==> src/rtl/rbhs_pkg.sv <==
// ----------------------------------------------------------------------------
// rbhs_pkg
// Shared widths, constants and register codes for the ring band HSV shader.
// ----------------------------------------------------------------------------
package rbhs_pkg;

  localparam int POS_FRAC_BITS    = 14;
  localparam int COLOUR_FRAC_BITS = 12;

  localparam int POS_W    = 16;
  localparam int COLOUR_W = 16;
  localparam int RANGE_CFG_W = 15;
  localparam int HUE_W    = 9;
  localparam int SAT_W    = 16;

  localparam int CFG_IDX_W  = 3;
  localparam int CFG_DATA_W = 16;

  // projection sum and divider widths
  localparam int PROD_W  = 2 * POS_W;
  localparam int PROJ_W  = ((POS_W + POS_FRAC_BITS > PROD_W) ?
                            (POS_W + POS_FRAC_BITS) : PROD_W) + 2;
  localparam int RANGE_W = RANGE_CFG_W + POS_FRAC_BITS;
  localparam int QUO_W   = 17;
  localparam int DIV_STAGES = QUO_W;

  typedef enum logic [CFG_IDX_W-1:0] {
    REG_COEF_X       = 3'd0,
    REG_COEF_Y       = 3'd1,
    REG_COEF_Z       = 3'd2,
    REG_PLANE_OFFSET = 3'd3,
    REG_BAND_RANGE   = 3'd4,
    REG_HUE_DEGREES  = 3'd5,
    REG_SATURATION   = 3'd6
  } cfg_reg_t;

endpackage

==> src/rtl/rbhs_div.sv <==
// ----------------------------------------------------------------------------
// rbhs_div
// Pipelined restoring divider, one quotient bit per stage, most significant
// first. Requires rem_in <= den_in; gives floor((rem_in << (QUO_W-1)) / den_in).
// ----------------------------------------------------------------------------
module rbhs_div import rbhs_pkg::*; (
  input  logic               clk,
  input  logic               en,
  input  logic [RANGE_W-1:0] rem_in,
  input  logic [RANGE_W-1:0] den_in,
  output logic [QUO_W-1:0]   quo
);

  logic [RANGE_W-1:0] rem_q [DIV_STAGES];
  logic [RANGE_W-1:0] den_q [DIV_STAGES];
  logic [QUO_W-1:0]   quo_q [DIV_STAGES];

  for (genvar g = 0; g < DIV_STAGES; g++) begin : g_step
    logic [RANGE_W:0]   trial;
    logic [RANGE_W-1:0] den;
    logic [QUO_W-1:0]   quo_prev;
    logic               ge;
    logic [RANGE_W:0]   diff;

    if (g == 0) begin : g_first
      assign trial    = {1'b0, rem_in};
      assign den      = den_in;
      assign quo_prev = '0;
    end else begin : g_rest
      assign trial    = {rem_q[g-1], 1'b0};
      assign den      = den_q[g-1];
      assign quo_prev = quo_q[g-1];
    end

    assign ge   = trial >= {1'b0, den};
    assign diff = trial - {1'b0, den};

    always_ff @(posedge clk) begin
      if (en) begin
        rem_q[g] <= ge ? diff[RANGE_W-1:0] : trial[RANGE_W-1:0];
        den_q[g] <= den;
        quo_q[g] <= {quo_prev[QUO_W-2:0], ge};
      end
    end
  end

  assign quo = quo_q[DIV_STAGES-1];

endmodule

==> config.mk <==
export PLATFORM = sky130hd
export DESIGN_NAME = rbhs_div
export DESIGN_NICKNAME = d
export VERILOG_FILES = /design/src/rtl/rbhs_pkg.sv /design/src/rtl/rbhs_div.sv
export SDC_FILE = /design/constraint.sdc
export NUM_CORES = 2
export LEC_CHECK = 0
export BUFFER_PORTS_ARGS = -buffer_cell sky130_fd_sc_hd__buf_2
export CAP_MARGIN = 30
export CELL_PAD_IN_SITES_DETAIL_PLACEMENT = 0
export CELL_PAD_IN_SITES_GLOBAL_PLACEMENT = 1
export CORE_MARGIN = 5
export CORE_UTILIZATION = 40
export DETAILED_ROUTE_END_ITERATION = 6
export PLACE_DENSITY_LB_ADDON = 0.1
export SYNTH_ARGS = -nofsm -noshare
export SYNTH_HDL_FRONTEND = slang
export SYNTH_SLANG_ARGS = --single-unit
==> constraint.sdc <==
create_clock -name clk -period 6.51 [get_ports clk]
set_input_delay 1.302 -clock clk [delete_from_list [all_inputs] [get_ports clk]]
set_output_delay 1.302 -clock clk [all_outputs]
set_load 0.01 [all_outputs]
==> impl_metrics.toml <==
[outcome]
status = "completed"

[routing]
wire_per_inst_um = 18.8
routed_wl_um = 147000
ant_nets = 0
via_per_inst = 5.23
drc_errors = 0
num_vias = 40900
drt_iter0_markers = 2106
drtPass1Iterations = 5

[clock_tree]
h-tree-depth = 4
cts_made_buffers = 133
cts_tree = "yes"
cts-root-buf = "clkbuf_16"
path_clk_slew_ns = 0.06
clk_latency_ns = 0.77
ctsHoldBuffers = 0
numClockSinks = 1081
clock_path_buffers = 3
cts_resized = 0
post-cts-setup-buffers = 0

[grt]
grt.total_usage_pct = 17.9
grt_pass1_vias = 41800
grt_pass1_wl_um = 231000
grt_start_max_net_pins = 174
grt-ovfl-total = 0
antenna_found_initial = 2

[floorplan]
std_cell_rows = 145
fp.dieH_um = 405
dieArea_sq_mm = 0.164
io_pins = 77
start_util_pct = 40.1
core_sq_mm = 0.156
die_w_um = 405

[worst_setup_path]
arrival_ns = 5.25
cp.required_ns = 7.02
critPathLaunchType = "flip-flop"
reg2reg_from = "rem_q[0][407]$_DFFE_PP_"
critPathMaxStageDelay_ns = 0.74
critPathKind = "flip-flop to flip-flop"
worst_path_dominant_cell_family = "compound AO/OA/AOI/OAI gates"
cp-end-kind = "flip-flop"
cp_max_fo = 29
setup.worst_path.start = "rem_q[0][407]$_DFFE_PP_"
cp.buffers_inverters = 2
cp_cell_sequence = "ha_1 -> nor2b_1 -> o31a_1 -> o21ai_0 -> a21oi_1 -> a21o_1 -> a21oi_1 -> nor2_1 -> nor2_1 -> buf_4 -> clkinv_1 -> mux2_2"
critPathSlowestCell = "clkinv_1"

[logic_synthesis]
ys_seq_area_share_pct = 51.9
yosysTopAreaCell = "edfxtp_1"
synthCells = 5538
yosysTopAreaCellShare_pct = 51.9
synth.top_cells.by_count = "1081 x edfxtp_1, 612 x inv_1, 523 x a21oi_1"
syn-num-nets = 6106
synth_flop_cell = "edfxtp_1"
synthDistinctLibCells = 89
ys_ff_latch = 1081
synth_edf_count = 1081
syn_avg_cell_area_sq_um = 11.3
async_flop_share_pct = 0
synth_area_sq_mm = 0.0625
yosys.cell_count.top_type = "edfxtp_1"
synth_warnings = 0
synth_area_leaders = "edfxtp_1 52%, ha_1 9.8%, a21oi_1 4.2%, inv_1 3.7%, xnor2_1 3.5%"

[pwr]
power_frac_comb_pct = 46.0
vdd_drop_max_mv = 0.272
seqPwrFrac_pct = 33.3
clock_power_share_pct = 20.8
switching_share_pct = 37.2
power.leakage_uw = 0.0285
p_per_area_mw_per_mm2 = 496
p_sw_uw = 12800
intPower_uw = 21700

[worst_hold_path]
hp-class = "flip-flop to flip-flop"
hp-start = "quo_q[0][239]$_DFFE_PP_"

[finish]
final_cell_area_sq_mm = 0.0697
finish.utilization_pct = 44.7
nFillCells = 14500
diodes = 0
drive_above_1_share_pct = 9.62
fin_nets = 6239
syn2layout_area_growth_pct = 11.4

[timing]
rsz0062_at_grt = "false"
worst_slew_pin_slew_ns = 1.12
hold_viol_final = 0
setup_violations = 0
slew_headroom_pct = 25.0
slew_violations = 0
fin_crit_ns = 4.75
period_share_pct = 72.9
final.setup.tns_ns = 0
fmaxAchievable_mhz = 211
fin_skew_ns = 0.0385
holdWs_ns = 0.412

[place]
portBuffers = 76
place_hpwl_um = 112000
gp_congestion = 0.840
dpl_cell_area_sq_mm = 0.0654

[run]
cap_violations = 0
[state kept, by name, indices dropped and copies added (netlist names)]
register  flops
den_q       464
quo_q       153
rem_q       464
[kinds of logic (layout without fill, tap and decap cells)]
kind of cell	count (synthesis)	after routing	synth area share (%)
mux	234	234	4.35
compound gates	1453	1453	14.6
fa+ha+maj	508	508	10.4
flops	1081	1081	51.9
buf+inv	728	961	4.52
xor+xnor	399	399	5.59
simple gates	1135	1135	8.70
[power by group through the flow]
stage | Sequential, uW | Combinational [uW] | Clock (uW)
5_1_grt | 11700 | 17700 | 7720
2_1_floorplan | 11100 | 12300 | 0
3_3_place_gp | 11700 | 15900 | 0
3_5_place_dp | 11700 | 15900 | 0
4_1_cts | 11500 | 16000 | 7420
6_report | 11500 | 15900 | 7170
[layer usage]
metal | share of wire (%) | global-route usage, %
met5 | 0 | 0
met1 | 41 | 20.1
met4 | 3.7 | 6.66
met2 | 53 | 34.0
met3 | 2.8 | 2.64
[cell usage in the layout (no fill, tap or decap), drive strengths merged, types with 61 or more instances in the layout]
cell and n:
a21o 210, a21oi 523, buf 113, clkbuf 163, edfxtp 1081, ha 492, inv 619, mux2 222
nand2 279, nand2b 68, nand3 81, nand4 71, nor2 359, nor2b 71, nor3 61, o21a 78
o21ai 297, xnor2 250, xor2 149
[final cells by class]
| type | count | area [sq um] | area share (%) |
|---|---|---|---|
| flip-flops and latches | 1081 | 32500 | 46.6 |
| multi-input cells | 3729 | 27400 | 39.3 |
| clock buffers | 163 | 3440 | 4.94 |
| well taps | 2058 | 2570 | 3.70 |
| inverters | 613 | 2300 | 3.30 |
| clock inverters | 72 | 783 | 1.12 |
| repair buffers | 113 | 734 | 1.05 |
[worst reg2reg max path, stage by stage, from the launching register on]
cell and delay [ns]:
edfxtp_1 0.39, ha_1 0.37, nor2b_1 0.17, o31a_1 0.28
o21ai_0 0.51, a21oi_1 0.29, a21o_1 0.29, a21oi_1 0.39
nor2_1 0.08, nor2_1 0.10, buf_4 0.33, clkinv_1 0.76
mux2_2 0.54
[stage by stage]
stage                     power, uW  instances  setup slack (ns)
after detailed placement      27500       7594              1.73
final                         34500       7829              1.76
after CTS                     35000       7829              1.67
after global routing          37100       7829              1.52
after floorplan               23500       5538              2.58
after global placement        27500       7591              1.63
[worst paths after layout]
| check | to | cells past startpoint | slack [ns] |
|---|---|---|---|
| max reg2reg | rem_q[0][459]$_DFFE_PP_ | 12 | 1.76 |
| max | rem_q[0][459]$_DFFE_PP_ | 12 | 1.76 |
| min | quo_q[0][257]$_DFFE_PP_ | 0 | 0.41 |
| min reg2reg | quo_q[0][257]$_DFFE_PP_ | 0 | 0.41 |
Power figures use the tool's default switching activity.
